<file path="src/hdl/whsp_pkg.sv">
// whsp_pkg: word types, codes and header layout constants for the WAV header
// strip-and-parse block. No dependencies; used by every file in hdl/ but whsp_cell.
package whsp_pkg;

    // input word kinds
    localparam logic KIND_DATA    = 1'b0;
    localparam logic KIND_RESTART = 1'b1;

    // output word kinds
    localparam logic RES_PAYLOAD = 1'b0;
    localparam logic RES_REPORT  = 1'b1;

    // header status codes
    localparam logic [1:0] STATUS_APPLIED     = 2'd0;
    localparam logic [1:0] STATUS_NO_PREAMBLE = 2'd1;
    localparam logic [1:0] STATUS_UNSUPPORTED = 2'd2;

    // tags as little-endian 32-bit words: "RIFF", "WAVE", "fmt "
    localparam logic [31:0] TAG_RIFF = 32'h4646_4952;
    localparam logic [31:0] TAG_WAVE = 32'h4556_4157;
    localparam logic [31:0] TAG_FMT  = 32'h2074_6d66;

    // PCM format code
    localparam logic [15:0] FORMAT_PCM = 16'd1;

    // byte offsets inside the header
    localparam int OFS_RIFF     = 0;
    localparam int OFS_WAVE     = 8;
    localparam int OFS_FMT      = 12;
    localparam int OFS_FORMAT   = 20;
    localparam int OFS_CHANNELS = 22;
    localparam int OFS_RATE     = 24;
    localparam int OFS_BITS     = 34;

    typedef struct packed {
        logic       kind;
        logic [7:0] data_byte;
    } t_in_word;

    typedef struct packed {
        logic        result_kind;
        logic [7:0]  payload_byte;
        logic [1:0]  header_status;
        logic [31:0] sample_rate;
        logic [15:0] channel_count;
        logic [15:0] sample_bits;
    } t_out_word;

endpackage

</file>
<file path="src/hdl/wav_header_strip_and_parse.sv">
// wav_header_strip_and_parse: top level. Captures the WAV header in a chain
// of byte cells, reports its format, then passes payload bytes through.
// Depends on whsp_pkg, whsp_cell and whsp_report.
//
//   channel  direction  handshake                 word
//   in       input      i_in_valid / o_in_stall   whsp_pkg::t_in_word
//   out      output     o_out_valid / i_out_stall whsp_pkg::t_out_word
//
// One word in per cycle while o_in_stall is low.
// Header bytes shift down the cell chain; the last one completes the header
// and the report is built from the chain plus that byte in the same cycle.
// Reset and restart words clear the count and the done flag; no clearing pass.
// Output is an output register plus a skid register; o_in_stall is registered
// and rises only when both hold a word.
module wav_header_strip_and_parse #(
    parameter int HEADER_BYTES = 44
) (
    input  logic                i_clk,
    input  logic                i_rst_n,
    input  logic                i_in_valid,
    output logic                o_in_stall,
    input  whsp_pkg::t_in_word  i_in_word,
    output logic                o_out_valid,
    input  logic                i_out_stall,
    output whsp_pkg::t_out_word o_out_word
);

    localparam int CELLS = HEADER_BYTES - 1;
    localparam int CNT_W = $clog2(HEADER_BYTES);

    logic [7:0]              cell_byte [CELLS];
    logic [HEADER_BYTES*8-1:0] hdr;
    whsp_pkg::t_out_word     report;
    whsp_pkg::t_out_word     new_word;

    logic             r_done,      n_done;
    logic [CNT_W-1:0] r_count,     n_count;
    logic             r_out_valid, n_out_valid;
    logic             r_skid_valid, n_skid_valid;
    whsp_pkg::t_out_word r_out_word, n_out_word;
    whsp_pkg::t_out_word r_skid_word, n_skid_word;

    logic in_acc, is_restart, hdr_byte, last_byte, produce, out_take;

    // input decode
    assign in_acc     = i_in_valid && !r_skid_valid;
    assign is_restart = (i_in_word.kind == whsp_pkg::KIND_RESTART);
    assign hdr_byte   = in_acc && !is_restart && !r_done;
    assign last_byte  = hdr_byte && (r_count == CNT_W'(HEADER_BYTES - 1));
    assign produce    = in_acc && !is_restart && (r_done || last_byte);
    assign out_take   = r_out_valid && !i_out_stall;

    // capture chain: cell 0 takes the incoming byte
    for (genvar k = 0; k < CELLS; k++) begin : g_cell
        if (k == 0) begin : g_head
            whsp_cell u_cell (
                .i_clk   (i_clk),
                .i_shift (hdr_byte),
                .i_byte  (i_in_word.data_byte),
                .o_byte  (cell_byte[k])
            );
        end else begin : g_body
            whsp_cell u_cell (
                .i_clk   (i_clk),
                .i_shift (hdr_byte),
                .i_byte  (cell_byte[k-1]),
                .o_byte  (cell_byte[k])
            );
        end
    end

    // header in byte order: offset j sits in cell CELLS-1-j, last offset is incoming
    for (genvar j = 0; j < HEADER_BYTES; j++) begin : g_hdr
        if (j == HEADER_BYTES - 1) begin : g_last
            assign hdr[8*j +: 8] = i_in_word.data_byte;
        end else begin : g_stored
            assign hdr[8*j +: 8] = cell_byte[CELLS-1-j];
        end
    end

    whsp_report #(
        .HEADER_BYTES (HEADER_BYTES)
    ) u_report (
        .i_hdr    (hdr),
        .o_report (report)
    );

    // result word: payload pass-through or the format report
    always_comb begin
        if (r_done) begin
            new_word              = '0;
            new_word.result_kind  = whsp_pkg::RES_PAYLOAD;
            new_word.payload_byte = i_in_word.data_byte;
        end else begin
            new_word = report;
        end
    end

    // header count and done flag
    always_comb begin
        n_count = r_count;
        n_done  = r_done;
        if (in_acc && is_restart) begin
            n_count = '0;
            n_done  = 1'b0;
        end else if (last_byte) begin
            n_done  = 1'b1;
        end else if (hdr_byte) begin
            n_count = r_count + CNT_W'(1);
        end
    end

    // output register and skid register
    always_comb begin
        n_out_valid  = r_out_valid;
        n_out_word   = r_out_word;
        n_skid_valid = r_skid_valid;
        n_skid_word  = r_skid_word;
        if (r_skid_valid) begin
            if (out_take) begin
                n_out_word   = r_skid_word;
                n_skid_valid = 1'b0;
            end
        end else if (!r_out_valid || out_take) begin
            n_out_valid = produce;
            if (produce) begin
                n_out_word = new_word;
            end
        end else if (produce) begin
            n_skid_valid = 1'b1;
            n_skid_word  = new_word;
        end
    end

    // control registers
    always_ff @(posedge i_clk) begin
        if (!i_rst_n) begin
            r_done       <= 1'b0;
            r_count      <= '0;
            r_out_valid  <= 1'b0;
            r_skid_valid <= 1'b0;
        end else begin
            r_done       <= n_done;
            r_count      <= n_count;
            r_out_valid  <= n_out_valid;
            r_skid_valid <= n_skid_valid;
        end
    end

    // word registers
    always_ff @(posedge i_clk) begin
        r_out_word  <= n_out_word;
        r_skid_word <= n_skid_word;
    end

    assign o_in_stall  = r_skid_valid;
    assign o_out_valid = r_out_valid;
    assign o_out_word  = r_out_word;

    // skid only holds a word behind a held output word
    a_skid_behind_out: assert property (@(posedge i_clk) disable iff (!i_rst_n)
        r_skid_valid |-> r_out_valid)
        else $error("skid word without output word");

    // the count parks on the last offset once the header is done
    a_done_count: assert property (@(posedge i_clk) disable iff (!i_rst_n)
        r_done |-> (r_count == CNT_W'(HEADER_BYTES - 1)))
        else $error("header done with wrong count");

    // the last header byte always yields a word on the output side
    a_last_reports: assert property (@(posedge i_clk) disable iff (!i_rst_n)
        last_byte |=> r_out_valid)
        else $error("last header byte gave no report");

    // skid fills only while the output word is stalled
    a_skid_fill: assert property (@(posedge i_clk) disable iff (!i_rst_n)
        (!r_skid_valid ##1 r_skid_valid) |-> $past(r_out_valid && i_out_stall))
        else $error("skid filled without output stall");

endmodule

</file>
<file path="src/hdl/whsp_cell.sv">
// whsp_cell: one byte cell of the header capture chain.
// Takes the neighbor's byte on each shift. Depends on nothing.
module whsp_cell (
    input  logic       i_clk,
    input  logic       i_shift,
    input  logic [7:0] i_byte,
    output logic [7:0] o_byte
);

    logic [7:0] r_byte;

    // byte register, moves one cell down the chain per header byte
    always_ff @(posedge i_clk) begin
        if (i_shift) begin
            r_byte <= i_byte;
        end
    end

    assign o_byte = r_byte;

endmodule

</file>
<file path="src/hdl/whsp_report.sv">
// whsp_report: checks the RIFF/WAVE/fmt tags and extracts the PCM format
// fields from a complete header. Depends on whsp_pkg.
module whsp_report #(
    parameter int HEADER_BYTES = 44
) (
    input  logic [HEADER_BYTES*8-1:0] i_hdr,     // byte j at [8*j +: 8]
    output whsp_pkg::t_out_word       o_report
);

    logic        preamble_ok;
    logic [15:0] format_code;
    logic [15:0] channels;
    logic [31:0] rate;
    logic [15:0] bits;
    logic        fields_ok;

    // tag checks
    assign preamble_ok = (i_hdr[8*whsp_pkg::OFS_RIFF +: 32] == whsp_pkg::TAG_RIFF)
                      && (i_hdr[8*whsp_pkg::OFS_WAVE +: 32] == whsp_pkg::TAG_WAVE)
                      && (i_hdr[8*whsp_pkg::OFS_FMT  +: 32] == whsp_pkg::TAG_FMT);

    // little-endian fields, the header is already in byte order
    assign format_code = i_hdr[8*whsp_pkg::OFS_FORMAT   +: 16];
    assign channels    = i_hdr[8*whsp_pkg::OFS_CHANNELS +: 16];
    assign rate        = i_hdr[8*whsp_pkg::OFS_RATE     +: 32];
    assign bits        = i_hdr[8*whsp_pkg::OFS_BITS     +: 16];

    assign fields_ok = (format_code == whsp_pkg::FORMAT_PCM) && (channels != 16'd0)
                    && (rate != 32'd0) && (bits != 16'd0);

    // report word; numbers only when the header is applied
    always_comb begin
        o_report               = '0;
        o_report.result_kind   = whsp_pkg::RES_REPORT;
        if (!preamble_ok) begin
            o_report.header_status = whsp_pkg::STATUS_NO_PREAMBLE;
        end else if (!fields_ok) begin
            o_report.header_status = whsp_pkg::STATUS_UNSUPPORTED;
        end else begin
            o_report.header_status = whsp_pkg::STATUS_APPLIED;
            o_report.sample_rate   = rate;
            o_report.channel_count = channels;
            o_report.sample_bits   = bits;
        end
    end

endmodule

</file>
<file path="config.mk">
export PLATFORM = sky130hd
export DESIGN_NAME = wav_header_strip_and_parse
export DESIGN_NICKNAME = d
export VERILOG_FILES = /design/src/hdl/whsp_pkg.sv /design/src/hdl/wav_header_strip_and_parse.sv /design/src/hdl/whsp_cell.sv /design/src/hdl/whsp_report.sv
export SDC_FILE = /design/constraint.sdc
export NUM_CORES = 1
export LEC_CHECK = 0
export BUFFER_PORTS_ARGS = -buffer_cell sky130_fd_sc_hd__buf_4
export CAP_MARGIN = 20
export CORE_AREA = 2 2 174 346
export DETAILED_ROUTE_END_ITERATION = 7
export DIE_AREA = 0 0 176 348
export GPL_TIMING_DRIVEN = 0
export PLACE_DENSITY = 0.56
export SLEW_MARGIN = 20
export SYNTH_ARGS = -nofsm -noshare
export SYNTH_HDL_FRONTEND = slang
export SYNTH_SLANG_ARGS = --single-unit
</file>
<file path="constraint.sdc">
create_clock -name i_clk -period 29.5 [get_ports i_clk]
set_clock_uncertainty 0.05 [all_clocks]
set_input_delay 5.9 -clock i_clk [delete_from_list [all_inputs] [get_ports i_clk]]
set_output_delay 5.9 -clock i_clk [all_outputs]
set_load 0.01 [all_outputs]
</file>
==> flow_summary.yaml, run 1 <==
synthesis:
  netlist_area_sq_um: 17400
  ys_seq_elements: 503
  yosysWarnings: 0
  synth_common_cells: "494 x edfxtp_1, 75 x nor2_1, 68 x inv_1"
  synth_fa_ha_area_frac: 0.000721
  ys.flop_type: "edfxtp_1"
  avgSynthCellArea_sq_um: 18.9
  synthSimpleGateAreaFrac: 0.0682
  synthCells: 919
  synth_nets: 933
  synth_top_area_frac: 0.855
  synth_compound_area_frac: 0.0334
  yosysTopAreaCell: "edfxtp_1"
  synthMuxAreaShare: 0.00642
  synth-edff-count: 494
  ys_async_sr_fraction: 0
  yosys.cell_count.top_type: "edfxtp_1"
  ys_types: 40
  synth-xor-area-share: 0.00202
  synth_top_family_by_area: "simple AND/OR/NAND/NOR gates"
  synthTopCellsByArea: "edfxtp_1 85%, a32o_1 1.8%, nor2_1 1.6%, inv_1 1.5%, dfxtp_1 1.0%"
  ys_seq_area_frac: 0.865
hold_path:
  min_to: "g_cell[14].g_body.u_cell.o_byte[4]"
  hp-start: "g_cell[13].g_body.u_cell.o_byte[4]"
  min_path_cells: 0
  hold_class: "flip-flop to flip-flop"
clock_tree:
  cts_inserted_buffers: 47
  clkLatencyLatePin_ps: 570
  cts_hold_buf: 0
  cts_tree: "done"
  clk_pin_slew_ps: 60
  cts_sinks: 503
  cts_setup_buffers: 0
  cts.htree.levels: 2
  clockBufferDepth: 3
  cts-resized-gates: 0
  cts-root-buf: "clkbuf_16"
grt:
  grt_pass1_wl_microns: 52300
  antenna_found_initial: 0
  track_usage: 0.112
  grt-ovfl-total: 0
  grt_max_degree: 27
  first_global_vias: 8917
power:
  ir_worst_vdd_v: 0.0000540
  finalPower_uw: 1440
  p_leak_uw: 0.00702
  pwr_density_cell_nw_per_um2: 68.1
critical_path:
  endpoint_kind: "flip-flop"
  r2r_cells: 6
  cp_max_fo: 13
  regToRegSetupSlack_ps: 26370
  crit_arrival_ps: 8010
  cp_data_required_time_ps: 29710
  crit_type: "primary input to flip-flop"
  start_kind: "primary input"
  rr_endpoint: "o_out_word[41]"
  timing.rr.start: "o_in_stall"
floorplanning:
  core_area_sq_um: 58800
  num_rows: 126
  dieArea_sq_um: 61200
  ios: 90
  die_x_microns: 176
  die_y_microns: 348
  start_util: 0.295
routing:
  detail-route-antenna-nets: 0
  viasPerCell: 4.45
  num_vias: 8453
  wl_microns: 34500
  wl_per_cell_microns: 18.1
  drt_iter0_drc: 561
  post-route-drc-count: 0
  dr.pass1.iters: 5
timing:
  worst_pin_slew_ps: 837
  max-slew-margin-rel: 0.436
  fin_crit_sh: 0.264
  period_minus_slack_ps: 7800
  clock.fmax_mhz: 128
  final_hold_viol_count: 0
  rsz0062_at_grt: "false"
  finalSetupViolCount: 0
  drv_slew: 0
run_status:
  status: "finished, final reports clean"
final_layout:
  drive_above_1_share: 0.199
  finalNetCount: 1110
  postLayoutCoreUtil: 0.359
  antennaDiodeCount: 0
  stdcell_count: 1901
  fillCellCount: 5449
  syn_to_final_growth_pct: 21.6
place:
  dpl.hpwl_microns: 23800
  io_buffers: 89
  place.gp.congestion: 0.776
  placedCellCount: 1815
flow_run:
  maxCapViolCount: 0
-- layer usage --
layer	vias to the layer above	GRT usage	wire, microns
li1	3895	-	-
met1	4290	0.132	13900
met2	206	0.202	18000
met3	62	0.0211	1560
met4	0	0.0386	983
met5	-	0	0
-- placed cells by master, fill, tap and decap left out, drive strengths merged, types with 5 or more instances in the layout --
master	netlist	layout
a21oi	5	5
a32o	32	32
and2	9	9
buf	19	147
bufinv	0	5
clkbuf	14	69
clkinv	0	22
dfxtp	9	9
edfxtp	494	494
inv	68	71
mux2	9	9
nand2	39	39
nand3	32	32
nand4	11	11
nor2	75	75
nor4	21	21
nor4b	14	14
nor4bb	10	10
o21ai	35	35
-- power breakdown --
group          total [uW]  internal [uW]  leakage [uW]  switching [uW]
combinational        18.7           6.79       0.00161            11.9
clock                 608            345      0.000759             263
sequential            811            801       0.00465            9.93
total                1440           1150       0.00702             284
-- through the flow --
stage	hold slack (ps)	setup TNS (ps)	worst slack [ps]	instance area, sq um
2_1_floorplan	350	0	945	17400
3_3_place_gp	351	-963460	-6600	19000
3_5_place_dp	355	0	21100	19600
4_1_cts	358	0	21690	21100
5_1_grt	364	0	21590	21100
6_report	354	0	21700	21100
-- state kept, by name, summed over array words and instances (netlist names) --
register and flops:
o_out_word 75, g_cell.g_body.u_cell.o_byte 336, r_skid_word 75, r_count 6
o_out_valid 1, o_in_stall 1, g_cell.g_head.u_cell.o_byte 8, r_done 1
-- critical path, stage by stage --
cell,delay (ps)
buf_4,130
nor4b_4,710
buf_6,270
buf_4,240
buf_6,170
buf_4,220
buf_6,190
buf_6,160
-- area by class of cell --
class / instances / area [sq um] / area share
clock buffers: 55 / 1230 / 0.0582
well taps: 768 / 961 / 0.0455
inverters: 68 / 255 / 0.0121
clock inverters: 31 / 323 / 0.0153
plain buffers: 33 / 161 / 0.00765
repair buffers: 128 / 1210 / 0.0575
flip-flops and latches: 503 / 15000 / 0.711
multi-input cells: 315 / 1950 / 0.0924
-- kinds of logic after synthesis --
logic type | count (synthesis)
xor gates and xnor gates | 4
buffers and inverters | 101
and+or+nand+nor | 221
muxes | 10
adders and majority gates | 1
AOI/OAI and AO/OA | 79
DFF | 503
-- worst max-delay path by stage --
| stage | from | end | slack (ps) | cells after the start |
|---|---|---|---|---|
| after floorplan | i_in_valid | r_count[2] | 950 | 5 |
| after global placement | i_in_word[8] | r_count[2] | -6600 | 6 |
| after detailed placement | i_in_word[8] | g_cell[38].g_body.u_cell.o_byte[2] | 21100 | 8 |
| after CTS | i_in_word[8] | g_cell[39].g_body.u_cell.o_byte[1] | 21690 | 8 |
| after global routing | i_in_word[8] | g_cell[38].g_body.u_cell.o_byte[2] | 21590 | 8 |
| final | i_in_word[8] | g_cell[39].g_body.u_cell.o_byte[1] | 21700 | 8 |
(Power assumes the default switching activity.)
==> run 2, diff against run 1 <==
==> constraint.sdc (replaced) <==
create_clock -name i_clk -period 6.8 [get_ports i_clk]
set_clock_uncertainty 0.05 [all_clocks]
set_input_delay 1.36 -clock i_clk [delete_from_list [all_inputs] [get_ports i_clk]]
set_output_delay 1.36 -clock i_clk [all_outputs]
set_load 0.01 [all_outputs]
==> run 2 against run 1 <==
Clock power grew to 4.6 times the previous value. Total power grew to 4.4 times the previous value. Die area is the same. Sequential power grew to 4.3 times the previous value. Worst setup slack lost 18000 ps. Core utilization grew 0.17 points. Flip-flop and latch count is the same. Cell count is essentially flat. Cell area grew 0.47%. Sequential share of layout area shrank 0.34 points. Clock-buffer cell count is the same.
==> flow_summary.yaml, run 2 (synthesized netlist as in run 1, its figures left out) <==
clock_tree:
  clk_pin_slew_ps: 70
  clkLatencyLatePin_ps: 580
  cts-root-buf: "clkbuf_16"
  cts_tree: "done"
  cts_setup_buffers: 0
  cts.htree.levels: 2
  cts_inserted_buffers: 47
  cts_hold_buf: 0
  cts_sinks: 503
  clockBufferDepth: 3
  cts-resized-gates: 0
timing:
  max-slew-margin-rel: 0.453
  layout_setup_ws_ps: 3620
  fin_crit_sh: 0.468
  worst_pin_slew_ps: 812
  finalSetupViolCount: 0
  clock.fmax_mhz: 314
  hold_slack_ps: 363
  rsz0062_at_grt: "false"
  final_hold_viol_count: 0
  period_minus_slack_ps: 3180
  drv_slew: 0
hold_path:
  hold_class: "flip-flop to flip-flop"
routing:
  met3RoutedLength_microns: 1510
  num_vias: 8531
  wl_per_cell_microns: 18.2
  viasPerCell: 4.49
  dr.pass1.iters: 5
  top_layer_used: "met4"
  route.met2.wl_microns: 17900
  wl_microns: 34600
  wl_met1_microns: 14200
  drt_iter0_drc: 555
  post-route-drc-count: 0
  detail-route-antenna-nets: 0
grt:
  track_usage: 0.112
  antenna_found_initial: 0
  first_global_vias: 8805
  grt_max_degree: 27
  grt-ovfl-total: 0
  grt_pass1_wl_microns: 52200
final_layout:
  syn_to_final_growth_pct: 22.2
  drive_above_1_share: 0.203
  postLayoutCoreUtil: 0.361
  finalNetCount: 1110
  antennaDiodeCount: 0
  final_cell_mix: "494 x edfxtp_1, 95 x buf_4, 74 x nor2_1"
  final_common_cell: "edfxtp_1"
  largest_register_ffs: 336
place:
  dp_slack_ps: 3010
  place.gp.congestion: 0.754
  io_buffers: 89
  dpl.hpwl_microns: 23800
floorplanning:
  num_rows: 126
  start_util: 0.295
  core_area_sq_um: 58800
  ios: 90
  die_x_microns: 176
  die_y_microns: 348
  dieArea_sq_um: 61200
run_status:
  status: "finished, final reports clean"
critical_path:
  cp_data_required_time_ps: 7010
  endpoint_kind: "flip-flop"
  crit_type: "primary input to flip-flop"
  start_kind: "primary input"
  cp_max_fo: 14
  crit_arrival_ps: 3390
flow_run:
  maxCapViolCount: 0
power:
  p_leak_uw: 0.00706
  pwr_density_cell_nw_per_um2: 301
  ir_worst_vdd_v: 0.000228
run 2: path summary, 6_finish.rpt:
| kind | startpoint | slack [ps] | depth (start not counted) | endpoint |
|---|---|---|---|---|
| worst min-delay path | g_cell[14].g_body.u_cell.o_byte[1] | 360 | 0 | g_cell[15].g_body.u_cell.o_byte[1] |
| worst max register to register | o_in_stall | 3700 | 6 | o_out_word[41] |
| worst min register to register | g_cell[14].g_body.u_cell.o_byte[1] | 360 | 0 | g_cell[15].g_body.u_cell.o_byte[1] |
| worst max-delay path | i_in_word[8] | 3620 | 9 | g_cell[38].g_body.u_cell.o_byte[1] |
run 2: critical path: stages:
cell,delay [ps]
buf_4,130
nor4b_4,570
buf_8,240
buf_6,160
buf_8,160
buf_6,180
buf_6,190
buf_6,190
buf_6,190
run 2: per-layer routing:
| layer | up-vias | GRT usage |
|---|---|---|
| met1 | 4353 | 0.135 |
| met5 | - | 0 |
| met4 | 0 | 0.0410 |
| met2 | 216 | 0.197 |
| met3 | 68 | 0.0212 |
| li1 | 3894 | - |
run 2: area by class of cell:
type                    instances  area [sq um]
repair buffers                128          1220
clock inverters                32           412
well taps                     768           961
inverters                      68           255
clock buffers                  55          1230
plain buffers                  33           161
fillers                      5447         37600
flip-flops and latches        503         15000
multi-input cells             315          1950
run 2: through the flow:
stage	power, uW	setup TNS [ps]	cells	area, sq um
5_1_grt	6560	0	1902	21200
4_1_cts	6450	0	1902	21200
6_report	6380	0	1902	21200
3_3_place_gp	3680	-3595130	1776	19000
3_5_place_dp	3670	0	1815	19600
2_1_floorplan	3630	-2129760	919	17400
run 2: where the power goes:
part           internal, uW  total [uW]  switching (uW)  leakage (uW)
combinational          30.1        82.1            51.9       0.00161
clock                  1610        2780            1160      0.000791
sequential             3470        3520            43.3       0.00465
==> run 3, diff against run 2 <==
--- a/config.mk
+++ b/config.mk
@@ -5,11 +5,12 @@
 export SDC_FILE = /design/constraint.sdc
 export NUM_CORES = 1
 export LEC_CHECK = 0
+export ABC_AREA = 1
 export BUFFER_PORTS_ARGS = -buffer_cell sky130_fd_sc_hd__buf_4
 export CAP_MARGIN = 20
-export CORE_AREA = 2 2 174 346
+export CORE_AREA = 2 2 180 358
 export DETAILED_ROUTE_END_ITERATION = 7
-export DIE_AREA = 0 0 176 348
+export DIE_AREA = 0 0 182 360
 export GPL_TIMING_DRIVEN = 0
 export PLACE_DENSITY = 0.56
 export SLEW_MARGIN = 20
==> constraint.sdc (replaced) <==
create_clock -name i_clk -period 2.84 [get_ports i_clk]
set_clock_uncertainty 0.05 [all_clocks]
set_input_delay 0.568 -clock i_clk [delete_from_list [all_inputs] [get_ports i_clk]]
set_output_delay 0.568 -clock i_clk [all_outputs]
set_load 0.01 [all_outputs]
==> run 3 against run 2 <==
Critical path depth is 2 lower. Sequential power is 140% higher. Highest routed layer unchanged. Combinational power grew to 2.5 times the previous value. Global-route usage is 1.2 points lower. First-iteration DRC count is 4.9% higher.
==> flow_summary.yaml, run 3 <==
run_status:
  status: "finished, final reports clean"
place:
  placedCellCount: 2112
  dpl.hpwl_microns: 22200
  postPlaceCellArea_sq_um: 20700
  place.gp.congestion: 0.761
  io_buffers: 89
grt:
  antenna_found_initial: 1
  grt_max_degree: 39
  grt_use_met1: 0.115
  grtUsageMet3: 0.0212
  first_global_vias: 9827
  grt_use_met2: 0.180
  track_usage: 0.0999
  grt_pass1_wl_microns: 51600
  grt-ovfl-total: 0
  grt-busiest-layer: "met2"
synthesis:
  yosysTopAreaCell: "edfxtp_1"
  ys_seq_area_frac: 0.804
  synth_common_cells: "494 x edfxtp_1, 145 x nor2_1, 137 x nand2_1"
  synthTopCellsByArea: "edfxtp_1 79%, nor2_1 2.9%, a21oi_2 2.8%, nand2_1 2.8%, inv_1 2.6%"
  synth_nets: 1228
  avgSynthCellArea_sq_um: 15.4
  ys.flop_type: "edfxtp_1"
  netlist_area_sq_um: 18700
  synth_top_area_frac: 0.794
  synth-edff-count: 494
  ys_seq_elements: 503
  synthCells: 1214
  yosys.cell_count.top_type: "edfxtp_1"
  yosysWarnings: 0
  ys_async_sr_fraction: 0
  ys_types: 33
critical_path:
  cpPeakStageDelay_ps: 420
  cp_cell_sequence: "ha_1, nand3_1, nor3_1, o21a_1, nand3_1, clkinvlp_4, buf_12"
  crit_arrival_ps: 2650
  crit_type: "flip-flop to flip-flop"
  endpoint_kind: "flip-flop"
  cp_data_required_time_ps: 3040
  slowest_stage: "clkinvlp_4"
  path_delay_family: "buffers and inverters"
  cp_max_fo: 34
  start_kind: "flip-flop"
  critical_path_buf_inv_count: 2
  crit_path_frequent_cell: "nand3_1"
timing:
  drv_slew: 0
  finalSetupViolCount: 0
  worst_pin_slew_ps: 753
  max-slew-margin-rel: 0.498
  rsz0062_at_grt: "false"
  final_hold_viol_count: 0
  period_minus_slack_ps: 2440
  fin_crit_sh: 0.861
  clock.fmax_mhz: 409
  hold_slack_ps: 128
clock_tree:
  cts-root-buf: "clkbuf_16"
  cts_setup_buffers: 0
  cts_tree: "done"
  cts.htree.levels: 2
  clockBufferDepth: 3
  cts_sinks: 503
  cts-resized-gates: 0
  clk_pin_slew_ps: 60
  cts_hold_buf: 0
  cts_inserted_buffers: 48
  clkLatencyLatePin_ps: 580
hold_path:
  hold_class: "primary input to flip-flop"
final_layout:
  fillCellCount: 6022
  antennaDiodeCount: 0
  largest_register_ffs: 336
  finalNetCount: 1384
  final_common_cell: "edfxtp_1"
  stdcell_count: 2195
  final_cell_mix: "494 x edfxtp_1, 144 x nor2_1, 135 x nand2_1"
  drive_above_1_share: 0.244
  syn_to_final_growth_pct: 19.2
  postLayoutCellArea_sq_um: 22300
floorplanning:
  core_area_sq_um: 62800
  num_rows: 130
  ios: 90
  die_x_microns: 182
  dieArea_sq_um: 65500
  start_util: 0.298
  die_y_microns: 360
flow_run:
  maxCapViolCount: 0
power:
  swShare: 0.197
  p_int_uw: 12000
  ir_worst_vdd_v: 0.000468
  seq_power_share: 0.565
  pwr_density_cell_nw_per_um2: 668
  p_clk_frac: 0.421
  p_sw_uw: 2930
  p_leak_uw: 0.00803
  p_comb_frac: 0.014
routing:
  dr.pass1.iters: 5
  num_vias: 9375
  post-route-drc-count: 0
  detail-route-antenna-nets: 0
  viasPerCell: 4.27
  wl_per_cell_microns: 14.9
  wl_microns: 32800
  drt_iter0_drc: 582
run 3: cell count changes after synthesis, sizes merged, moves of 10 or more:
cell    previous run  this run
o21ai             35        18
nor3               1        66
a21oi              5        70
nor2              75       149
nand2             39       198
nand3             32         7
inv               68       130
a32o              32         0
nor4b             14         0
nor4bb            10         0
nor4              21         0
run 3: power groups by stage:
stage	logic [uW]	clock network [uW]	registers, uW
2_1_floorplan	117	0	8570
3_3_place_gp	162	0	8630
3_5_place_dp	211	0	8570
4_1_cts	211	6500	8410
5_1_grt	230	6760	8420
6_report	206	6270	8410
run 3: through the flow:
stage                     setup TNS [ps]  utilization  worst slack (ps)  total power [uW]
after floorplan                 -1218800            -             -3500              8690
after global placement          -1921010        0.325             -5240              8790
after detailed placement               0        0.330               203              8780
after CTS                              0        0.355               355             15100
after global routing                   0        0.355               215             15400
final                                  0        0.355               396             14900
run 3: logic make-up after synthesis:
group | share of synthesized area
flops | 0.804
simple gates | 0.108
buf+inv | 0.0499
compound gates | 0.0375
fa+ha+maj | 0.000670
run 3: final timing paths:
path	cells after the start	slack (ps)	to	start
worst max-delay path	7	400	r_skid_word[48]	r_count[0]
worst max register to register	7	400	r_skid_word[48]	r_count[0]
worst min-delay path	1	130	g_cell[0].g_head.u_cell.o_byte[5]	i_in_word[5]
worst min register to register	0	360	g_cell[14].g_body.u_cell.o_byte[2]	g_cell[13].g_body.u_cell.o_byte[2]
run 3: layout make-up:
| class | instances | area, sq um | share of cell area |
|---|---|---|---|
| Buffer | 43 | 450 | 0.0202 |
| Multi-Input combinational cell | 537 | 2780 | 0.125 |
| Sequential cell | 503 | 15000 | 0.674 |
| Tap cell | 792 | 991 | 0.0445 |
| Clock inverter | 31 | 327 | 0.0147 |
| Timing Repair Buffer | 106 | 995 | 0.0446 |
| Inverter | 131 | 504 | 0.0226 |
| Clock buffer | 52 | 1220 | 0.0546 |
run 3: metal layers:
metal / vias to the layer above / routed length, microns
met3: 62 / 1630
met1: 4578 / 13100
met2: 185 / 17100
li1: 4550 / -
met4: 0 / 918
met5: - / 0
